===== config.mk =====
export PLATFORM = sky130hd
export DESIGN_NAME = pes_slice_reassembly_tracker
export DESIGN_NICKNAME = d
export VERILOG_FILES = /design/src/design/pst_pkg.sv /design/src/design/pst_fifo.sv /design/src/design/pst_front.sv /design/src/design/pst_back.sv /design/src/design/pes_slice_reassembly_tracker.sv
export SDC_FILE = /design/constraint.sdc
export NUM_CORES = 1
export LEC_CHECK = 0
export ABC_AREA = 0
export BUFFER_PORTS_ARGS = -buffer_cell sky130_fd_sc_hd__buf_2
export CORE_ASPECT_RATIO = 0.7
export CORE_MARGIN = 1
export CORE_UTILIZATION = 40
export DETAILED_ROUTE_END_ITERATION = 16
export PLACE_DENSITY = 0.61
export SYNTH_ARGS = -nofsm -noshare
export SYNTH_HDL_FRONTEND = slang
export SYNTH_SLANG_ARGS = --single-unit

===== constraint.sdc =====
create_clock -name clk -period 9.1 [get_ports clk]
set_input_delay 1.365 -clock clk [delete_from_list [all_inputs] [get_ports clk]]
set_output_delay 1.365 -clock clk [all_outputs]
set_load 0.005 [all_outputs]

===== src/design/pst_pkg.sv =====
package pst_pkg;

  // Fixed framing constants of the TS and PES formats.
  localparam int PES_OVERHEAD        = 14;
  localparam int FIRST_PAYLOAD_BYTES = 164;
  localparam logic [12:0] PID_RESET  = 13'h1100;

  localparam logic [7:0]  TS_PAYLOAD_BYTES = 8'd184;
  localparam logic [1:0]  ADAPT_PAYLOAD_ONLY = 2'd1;
  localparam logic [1:0]  ADAPT_BOTH         = 2'd3;

  typedef enum logic [2:0] {
    VERDICT_IGNORED  = 3'd0,
    VERDICT_APPENDED = 3'd1,
    VERDICT_COMPLETE = 3'd2,
    VERDICT_GAP_DROP = 3'd3,
    VERDICT_OVF_DROP = 3'd4
  } verdict_t;

  typedef enum logic {
    ST_SEARCH  = 1'b0,
    ST_COLLECT = 1'b1
  } slice_state_t;

  // One pre-parsed TS header beat.
  typedef struct packed {
    logic [15:0] rtp_sequence;
    logic        packet_first;
    logic        packet_last;
    logic        unit_start;
    logic [12:0] stream_tag;
    logic [1:0]  adapt_control;
    logic [7:0]  adapt_length;
    logic [15:0] pes_length_field;
  } item_t;

  // Summary of one whole RTP packet, handed from front to back.
  typedef struct packed {
    logic [15:0] seq;
    logic [15:0] byte_sum;
    logic        start_seen;
    logic [15:0] start_length;
  } pkt_rec_t;

  typedef struct packed {
    verdict_t    verdict;
    logic [16:0] bytes_collected;
    logic [15:0] bytes_expected;
    logic [15:0] packet_sequence;
  } result_t;

  typedef struct packed {
    logic full;
    logic empty;
  } fifo_stat_t;

endpackage


===== src/design/pst_fifo.sv =====
module pst_fifo #(
  parameter int WIDTH = 8,
  parameter int DEPTH = 4
) (
  input  logic             clk,
  input  logic             rst_n,
  input  logic             wr_en,
  input  logic [WIDTH-1:0] wr_data,
  input  logic             rd_en,
  output logic [WIDTH-1:0] rd_data,
  output pst_pkg::fifo_stat_t stat
);

  localparam int AW = (DEPTH > 1) ? $clog2(DEPTH) : 1;
  localparam int CW = $clog2(DEPTH + 1);

  logic [WIDTH-1:0] slot_r [DEPTH];
  logic [AW-1:0]    wr_ptr_r, wr_ptr_nxt;
  logic [AW-1:0]    rd_ptr_r, rd_ptr_nxt;
  logic [CW-1:0]    cnt_r, cnt_nxt;
  logic             do_wr, do_rd;

  assign stat.full  = (cnt_r == CW'(DEPTH));
  assign stat.empty = (cnt_r == '0);
  assign do_wr      = wr_en && !stat.full;
  assign do_rd      = rd_en && !stat.empty;
  assign rd_data    = slot_r[rd_ptr_r];

  always_comb begin
    wr_ptr_nxt = wr_ptr_r;
    rd_ptr_nxt = rd_ptr_r;
    if (do_wr) begin
      wr_ptr_nxt = (wr_ptr_r == AW'(DEPTH - 1)) ? '0 : wr_ptr_r + 1'b1;
    end
    if (do_rd) begin
      rd_ptr_nxt = (rd_ptr_r == AW'(DEPTH - 1)) ? '0 : rd_ptr_r + 1'b1;
    end
    unique case ({do_wr, do_rd})
      2'b10:   cnt_nxt = cnt_r + 1'b1;
      2'b01:   cnt_nxt = cnt_r - 1'b1;
      2'b11:   cnt_nxt = cnt_r;
      default: cnt_nxt = cnt_r;
    endcase
  end

  always_ff @(posedge clk) begin
    if (!rst_n) begin
      wr_ptr_r <= '0;
      rd_ptr_r <= '0;
      cnt_r    <= '0;
    end else begin
      wr_ptr_r <= wr_ptr_nxt;
      rd_ptr_r <= rd_ptr_nxt;
      cnt_r    <= cnt_nxt;
    end
  end

  always_ff @(posedge clk) begin
    if (do_wr) begin
      slot_r[wr_ptr_r] <= wr_data;
    end
  end

endmodule


===== src/design/pst_front.sv =====
module pst_front (
  input  logic              clk,
  input  logic              rst_n,
  input  logic              cfg_wr_en,
  input  logic [12:0]       cfg_wr_data,
  input  logic              accept,
  input  pst_pkg::item_t    item,
  output logic              rec_push,
  output pst_pkg::pkt_rec_t rec
);

  logic [12:0] pid_r;
  logic [15:0] sum_r, sum_nxt;
  logic        seen_r, seen_nxt;
  logic [15:0] len_r, len_nxt;

  logic [7:0]  payload;
  logic [15:0] sum_base;
  logic        seen_base;
  logic [15:0] len_base;
  logic [16:0] sum_ext;
  logic [15:0] sum_item;
  logic        seen_item;
  logic [15:0] len_item;
  logic        on_pid;

  assign on_pid = (item.stream_tag == pid_r);

  always_comb begin
    if (item.unit_start) begin
      payload = 8'(pst_pkg::FIRST_PAYLOAD_BYTES);
    end else if (item.adapt_control == pst_pkg::ADAPT_PAYLOAD_ONLY) begin
      payload = pst_pkg::TS_PAYLOAD_BYTES;
    end else if (item.adapt_control == pst_pkg::ADAPT_BOTH) begin
      // An adaptation field longer than the packet leaves no payload.
      payload = (item.adapt_length > pst_pkg::TS_PAYLOAD_BYTES - 8'd1) ? 8'd0 :
                (pst_pkg::TS_PAYLOAD_BYTES - 8'd1 - item.adapt_length);
    end else begin
      payload = 8'd0;
    end
  end

  always_comb begin
    sum_base  = item.packet_first ? 16'd0 : sum_r;
    seen_base = item.packet_first ? 1'b0  : seen_r;
    len_base  = item.packet_first ? 16'd0 : len_r;
    sum_ext   = {1'b0, sum_base} + {9'd0, payload};
    sum_item  = sum_base;
    seen_item = seen_base;
    len_item  = len_base;
    if (on_pid) begin
      sum_item = sum_ext[16] ? 16'hFFFF : sum_ext[15:0];
      if (item.unit_start && !seen_base) begin
        seen_item = 1'b1;
        len_item  = item.pes_length_field;
      end
    end
    if (item.packet_last) begin
      sum_nxt  = 16'd0;
      seen_nxt = 1'b0;
      len_nxt  = 16'd0;
    end else begin
      sum_nxt  = sum_item;
      seen_nxt = seen_item;
      len_nxt  = len_item;
    end
  end

  assign rec_push         = accept && item.packet_last;
  assign rec.seq          = item.rtp_sequence;
  assign rec.byte_sum     = sum_item;
  assign rec.start_seen   = seen_item;
  assign rec.start_length = len_item;

  always_ff @(posedge clk) begin
    if (!rst_n) begin
      pid_r  <= pst_pkg::PID_RESET;
      sum_r  <= '0;
      seen_r <= 1'b0;
      len_r  <= '0;
    end else begin
      if (cfg_wr_en) begin
        pid_r <= cfg_wr_data;
      end
      if (accept) begin
        sum_r  <= sum_nxt;
        seen_r <= seen_nxt;
        len_r  <= len_nxt;
      end
    end
  end

endmodule


===== src/design/pst_back.sv =====
module pst_back (
  input  logic              clk,
  input  logic              rst_n,
  input  logic              rec_valid,
  input  pst_pkg::pkt_rec_t rec,
  input  logic              res_room,
  output logic              rec_pop,
  output logic              res_push,
  output pst_pkg::result_t  res
);

  pst_pkg::slice_state_t state_r, state_nxt;
  logic [15:0] last_seq_r;
  logic [16:0] count_r;
  logic [15:0] expected_r;
  logic        unbounded_r;

  logic        opening, active, gap, short_len;
  logic        eff_unbounded;
  logic [15:0] eff_expected;
  logic [16:0] eff_count;
  logic [17:0] count_ext;
  logic [16:0] count_sat;
  logic        over, equal;

  assign rec_pop  = rec_valid && res_room;
  assign res_push = rec_pop;

  always_comb begin
    opening       = (state_r == pst_pkg::ST_SEARCH) && rec.start_seen;
    active        = opening || (state_r == pst_pkg::ST_COLLECT);
    short_len     = rec.start_length < 16'(pst_pkg::PES_OVERHEAD);
    eff_unbounded = opening ? short_len : unbounded_r;
    eff_expected  = opening ? (short_len ? 16'd0 :
                               rec.start_length - 16'(pst_pkg::PES_OVERHEAD))
                            : expected_r;
    eff_count     = opening ? 17'd0 : count_r;
    // A freshly opened slice always sees its own sequence as the next one.
    gap           = (state_r == pst_pkg::ST_COLLECT) &&
                    (rec.seq != 16'(last_seq_r + 16'd1));
    count_ext     = {1'b0, eff_count} + {2'b0, rec.byte_sum};
    count_sat     = count_ext[17] ? 17'h1FFFF : count_ext[16:0];
    over          = count_sat > {1'b0, eff_expected};
    equal         = count_sat == {1'b0, eff_expected};
  end

  // Next state of the slice tracker.
  always_comb begin
    state_nxt = state_r;
    if (rec_pop && active) begin
      if (gap) begin
        state_nxt = pst_pkg::ST_SEARCH;
      end else if (!eff_unbounded && (over || equal)) begin
        state_nxt = pst_pkg::ST_SEARCH;
      end else begin
        state_nxt = pst_pkg::ST_COLLECT;
      end
    end
  end

  // Verdict for the packet being retired.
  always_comb begin
    res.packet_sequence = rec.seq;
    res.verdict         = pst_pkg::VERDICT_IGNORED;
    res.bytes_collected = 17'd0;
    res.bytes_expected  = 16'd0;
    if (active) begin
      res.bytes_expected = eff_expected;
      if (gap) begin
        res.verdict         = pst_pkg::VERDICT_GAP_DROP;
        res.bytes_collected = eff_count;
      end else begin
        res.bytes_collected = count_sat;
        if (eff_unbounded) begin
          res.verdict = pst_pkg::VERDICT_APPENDED;
        end else if (over) begin
          res.verdict = pst_pkg::VERDICT_OVF_DROP;
        end else if (equal) begin
          res.verdict = pst_pkg::VERDICT_COMPLETE;
        end else begin
          res.verdict = pst_pkg::VERDICT_APPENDED;
        end
      end
    end
  end

  always_ff @(posedge clk) begin
    if (!rst_n) begin
      state_r     <= pst_pkg::ST_SEARCH;
      last_seq_r  <= '0;
      count_r     <= '0;
      expected_r  <= '0;
      unbounded_r <= 1'b0;
    end else begin
      state_r <= state_nxt;
      if (rec_pop && active) begin
        if (opening) begin
          expected_r  <= eff_expected;
          unbounded_r <= eff_unbounded;
        end
        if (!gap) begin
          last_seq_r <= rec.seq;
          count_r    <= count_sat;
        end
      end
    end
  end

endmodule


===== src/design/pes_slice_reassembly_tracker.sv =====
// Channel  Direction  Handshake             Beat carries
// in_      input      push / full           one pre-parsed TS header and its RTP sequence
// out_     output     empty / pop           one verdict per RTP packet
// cfg_     input      cfg_wr_en             audio stream PID, 13 bits
//
// One input beat is accepted every cycle while full is low; the rate is set by the
// front accumulator, which folds one TS header per cycle into the packet sum.
// A verdict reaches the out_ ports through the packet queue and then the result queue
// once its packet's last beat is accepted; it waits there while the result queue is full.
// Synchronous active-low reset empties both queues, clears all tracking and sets PID 0x1100.
// full rises only when the packet queue is full, so a stalled consumer backs up
// through the result queue and the packet queue before the input side stalls.
module pes_slice_reassembly_tracker #(
  parameter int MID_DEPTH = 4,
  parameter int OUT_DEPTH = 4
) (
  input  logic        clk,
  input  logic        rst_n,
  // Input channel.
  input  logic        push,
  output logic        full,
  input  logic [15:0] in_rtp_sequence,
  input  logic        in_packet_first,
  input  logic        in_packet_last,
  input  logic        in_unit_start,
  input  logic [12:0] in_stream_tag,
  input  logic [1:0]  in_adapt_control,
  input  logic [7:0]  in_adapt_length,
  input  logic [15:0] in_pes_length_field,
  // Result channel.
  output logic        empty,
  input  logic        pop,
  output logic [2:0]  out_verdict,
  output logic [16:0] out_bytes_collected,
  output logic [15:0] out_bytes_expected,
  output logic [15:0] out_packet_sequence,
  // Configuration.
  input  logic        cfg_wr_en,
  input  logic [12:0] cfg_wr_data
);

  pst_pkg::item_t      item;
  pst_pkg::pkt_rec_t   rec_in, rec_out;
  pst_pkg::result_t    res_in, res_out;
  pst_pkg::fifo_stat_t mid_stat, out_stat;
  logic                accept, rec_push, rec_pop, res_push;

  assign item.rtp_sequence     = in_rtp_sequence;
  assign item.packet_first     = in_packet_first;
  assign item.packet_last      = in_packet_last;
  assign item.unit_start       = in_unit_start;
  assign item.stream_tag       = in_stream_tag;
  assign item.adapt_control    = in_adapt_control;
  assign item.adapt_length     = in_adapt_length;
  assign item.pes_length_field = in_pes_length_field;

  // The input side stalls only on a full packet queue; beats that do not close
  // a packet never need a slot, but holding them too keeps the handshake simple.
  assign full   = mid_stat.full;
  assign accept = push && !full;

  // Front: per-beat payload accounting for the current RTP packet.
  pst_front u_front (
    .clk         (clk),
    .rst_n       (rst_n),
    .cfg_wr_en   (cfg_wr_en),
    .cfg_wr_data (cfg_wr_data),
    .accept      (accept),
    .item        (item),
    .rec_push    (rec_push),
    .rec         (rec_in)
  );

  // Packet queue decoupling the accumulator from the slice tracker.
  pst_fifo #(
    .WIDTH ($bits(pst_pkg::pkt_rec_t)),
    .DEPTH (MID_DEPTH)
  ) u_mid_q (
    .clk     (clk),
    .rst_n   (rst_n),
    .wr_en   (rec_push),
    .wr_data (rec_in),
    .rd_en   (rec_pop),
    .rd_data (rec_out),
    .stat    (mid_stat)
  );

  // Back: slice state machine, one packet per cycle while the result queue has room.
  pst_back u_back (
    .clk       (clk),
    .rst_n     (rst_n),
    .rec_valid (!mid_stat.empty),
    .rec       (rec_out),
    .res_room  (!out_stat.full),
    .rec_pop   (rec_pop),
    .res_push  (res_push),
    .res       (res_in)
  );

  // Result queue; its head drives the out_ ports directly.
  pst_fifo #(
    .WIDTH ($bits(pst_pkg::result_t)),
    .DEPTH (OUT_DEPTH)
  ) u_out_q (
    .clk     (clk),
    .rst_n   (rst_n),
    .wr_en   (res_push),
    .wr_data (res_in),
    .rd_en   (pop),
    .rd_data (res_out),
    .stat    (out_stat)
  );

  assign empty               = out_stat.empty;
  assign out_verdict         = res_out.verdict;
  assign out_bytes_collected = res_out.bytes_collected;
  assign out_bytes_expected  = res_out.bytes_expected;
  assign out_packet_sequence = res_out.packet_sequence;

endmodule


==> reports/summary.txt <==
Cell accounting for the most synthesized area = sky130_fd_sc_hd__edfxtp_1
Slowest CP cell = sky130_fd_sc_hd__buf_4
Worst VDD drop = 0.1624 mV
Post-synth cell types = 83
Number of antenna violations at the first check in global routing = 1
Total overflow reported by the global router = 0
Port buffer count = 129
Result of the run = completed
Net count after synthesis = 1752
Overall Global Routing Usage = 17.78%
Largest net degree at the start of global routing = 81
Final Power = 8.529 mW
Most Frequent Cell on Critical Path = sky130_fd_sc_hd__a21oi_1
Fmax = 159.8 MHz
Clock transition at the registers of the reported paths = 60 ps
Biggest area contributors in the synthesized netlist = sky130_fd_sc_hd__edfxtp_1 53%, sky130_fd_sc_hd__dfxtp_1 10%, sky130_fd_sc_hd__mux4_2 9.9%, sky130_fd_sc_hd__ha_1 3.0%, sky130_fd_sc_hd__nor2_1 2.1%
Clock tree from TritonCTS = done
RePlAce Congestion = 0.8835
Die extent in x = 288.9 um
CP top delay family = compound AO/OA/AOI/OAI gates
# setup viols final = 0
Crit path kind = reg2reg
Critical path capture point type = flip-flop
Layout overhead on the synthesized area = 13.88%
Async S/R FF share, synth = 0%
Fraction of synthesized cell area taken by the top area cell type = 52.63%
Overall die area = 0.05861 mm^2
Most repeated cell in the gate-level netlist after synthesis = sky130_fd_sc_hd__edfxtp_1
Cells after synthesis = 1617
Pwr Density = 324.9 mW/mm^2
Most instantiated flip-flop cell in the synthesis netlist = sky130_fd_sc_hd__edfxtp_1
CP startpoint kind = flip-flop
Register bit count reported by yosys = 519
Via count normalized by instance count = 5.418
Global-route wire length before repair = 79.93 mm
Worst Path Arrival = 6650 ps
Crit path max fanout = 40
Number of violations of the max-capacitance limit = 0
Effective utilization at floorplan = 40.57%
Clock latency on the worst-skew pair = 590 ps
Drt first pass iters = 7
Final worst hold slack = 456.2 ps
Area of all placed cells without fillers = 0.02625 mm^2
Portion of the clock cycle consumed by the worst path in the final layout = 68.75%
H-tree level count = 2
Post-route DRC violation count = 0
Setup repair after global routing missed its margin = no
Number of warnings reported in the yosys synthesis log = 0
Max transition margin = 23.31%
Clock Sinks = 519
Detailed Place HPWL = 34.59 mm
Final total negative setup slack = 0 ps
Hold bufs inserted after CTS = 0
Number of violations reported at the end of detailed-routing iteration 0 = 968
Placeable core area = 0.05681 mm^2
Area of the mapped netlist = 0.02305 mm^2
Final slew viol count = 0
Cell Area, Placed = 0.02441 mm^2
CTS Buffer Depth = 3
Register area share after synthesis = 62.62%
Worst Path Required = 9500 ps
Average detailed-routed wire length per instance = 20.41 um
Clock buffers created by TritonCTS = 51
Final Skew = 13.52 ps
Path class of the lowest-slack min-delay path = reg2reg
Final period demand of the worst path = 6256 ps
Vias in the first global route = 13520
Commonest cells in the synthesized netlist = 404 x sky130_fd_sc_hd__edfxtp_1, 132 x sky130_fd_sc_hd__nor2_1, 115 x sky130_fd_sc_hd__dfxtp_1
Crit-path max cell delay = 680 ps
Antenna Cells = 0
Height of the chip = 202.8 um
Count of boundary I/O pins = 130
Number of rows in the core area = 73
Post-layout net count = 1870
Setup Buffers After CTS = 0
Master cell of the clock root buffer = sky130_fd_sc_hd__clkbuf_16
Remaining number of nets flagged by the antenna check after routing = 0
Lkg Pwr = 9.221 nW
Post-cts repair resize count = 0
Cells along the critical path = buf_4, mux4_2, ha_1, a211oi_1, o211ai_1, and4_1, o21ai_0, nor2_1, or2_2, ha_1, or4_1, a21oi_1, o21ai_0, a21oi_1, a21oi_1, nor2_1, a22oi_2, o21ai_1
Endpoints failing hold = 0
Mean instance size in the synthesized netlist = 14.26 um^2
Worst-Margin Slew = 1146 ps
Buffers plus inverters on the worst setup path = 1
Number of synthesized flops with an enable pin = 404
Final routed wirelength across all metal layers = 51.59 mm
Share of layout cells above drive strength 1 = 21.77%
Final Util = 46.21%
Via total after detailed routing = 13700
[through the flow]
| step | std cells | setup WS [ps] |
|---|---|---|
| global route | 2528 | 2205 |
| CTS | 2528 | 2828 |
| detailed placement | 2432 | 2844 |
| finish | 2528 | 2844 |
| global placement | 2432 | 2972 |
| floorplan | 1617 | 3339 |
[report_power, final]
group	total (mW)	switching (mW)	internal, mW	leakage (nW)
combinational	2.90	1.76	1.14	3.66
sequential	3.33	0.175	3.16	4.68
clock	2.30	0.914	1.39	0.876
[sequential cells by signal (all words and copies together) (netlist names), 13 cells and up, named ones only]
signal	count
u_front.pid_r	13
u_mid_q.slot_r	196
u_back.expected_r	16
u_back.last_seq_r	16
u_front.sum_r	16
u_back.count_r	17
u_front.len_r	16
u_out_q.slot_r	208
[worst min-delay path: stages, from the launching register on]
cell and delay [ps]:
sky130_fd_sc_hd__dfxtp_1 310, sky130_fd_sc_hd__nand2_1 50, sky130_fd_sc_hd__a21oi_1 50
[worst paths after layout]
check                                         start  cells past startpoint                           endpoint  slack (ps)
hold / removal    u_back.expected_r[1]$_SDFFE_PN0P_                      2  u_back.expected_r[1]$_SDFFE_PN0P_         460
setup / recovery                          flip-flop                     18    u_out_q.slot_r[1][49]$_DFFE_PP_        2840
hold reg to reg   u_back.expected_r[1]$_SDFFE_PN0P_                      2  u_back.expected_r[1]$_SDFFE_PN0P_         460
setup reg to reg                          flip-flop                     18    u_out_q.slot_r[1][49]$_DFFE_PP_        2840
[area by class of cell]
type	instances	area [um^2]
clock buffers	62	1360
clock inverters	34	481.7
fillers	4991	30560
inverters	55	206.4
multi-input cells	962	8044
flip-flops and latches	519	14450
well taps	750	938.4
repair buffers	146	773.2
[placed cells by master, fill, tap and decap left out, types with 11 or more instances in the layout]
cell type / Yosys / final
sky130_fd_sc_hd__buf_4: 4 / 17
sky130_fd_sc_hd__mux4_2: 101 / 101
sky130_fd_sc_hd__o211ai_1: 11 / 11
sky130_fd_sc_hd__nand2_1: 79 / 79
sky130_fd_sc_hd__a22oi_1: 25 / 25
sky130_fd_sc_hd__a21o_1: 17 / 17
sky130_fd_sc_hd__edfxtp_1: 404 / 404
sky130_fd_sc_hd__mux2_2: 20 / 20
sky130_fd_sc_hd__mux2i_1: 20 / 20
sky130_fd_sc_hd__xor2_1: 29 / 29
sky130_fd_sc_hd__ha_1: 55 / 55
sky130_fd_sc_hd__a211oi_1: 11 / 11
sky130_fd_sc_hd__o21ai_0: 57 / 57
sky130_fd_sc_hd__dfxtp_1: 115 / 111
sky130_fd_sc_hd__nand2b_1: 12 / 12
sky130_fd_sc_hd__xnor2_1: 34 / 34
sky130_fd_sc_hd__clkbuf_16: 0 / 53
sky130_fd_sc_hd__nor2_1: 132 / 131
sky130_fd_sc_hd__nand4_1: 15 / 15
sky130_fd_sc_hd__nor2b_1: 29 / 29
sky130_fd_sc_hd__nand3_1: 53 / 53
sky130_fd_sc_hd__and2_1: 18 / 14
sky130_fd_sc_hd__bufinv_16: 0 / 11
sky130_fd_sc_hd__nor3_1: 20 / 20
sky130_fd_sc_hd__inv_1: 53 / 53
sky130_fd_sc_hd__a21oi_1: 75 / 75
sky130_fd_sc_hd__buf_2: 10 / 129
[logic make-up after synthesis]
logic type | synth area share (%)
DFF | 62.62
adders and majority gates | 3.333
muxes | 11.71
buffers and inverters | 2.595
and+or+nand+nor | 8.815
AOI/OAI and AO/OA | 8.017
xor gates and xnor gates | 2.909
[layer usage]
layer / share of wire [%] / global-route usage [%]
met1: 48 / 26.24
met2: 46 / 27.55
met3: 4.1 / 2.607
met4: 1.8 / 4.417
met5: 0 / 0
No activity file was read; power rests on OpenSTA's default activity.
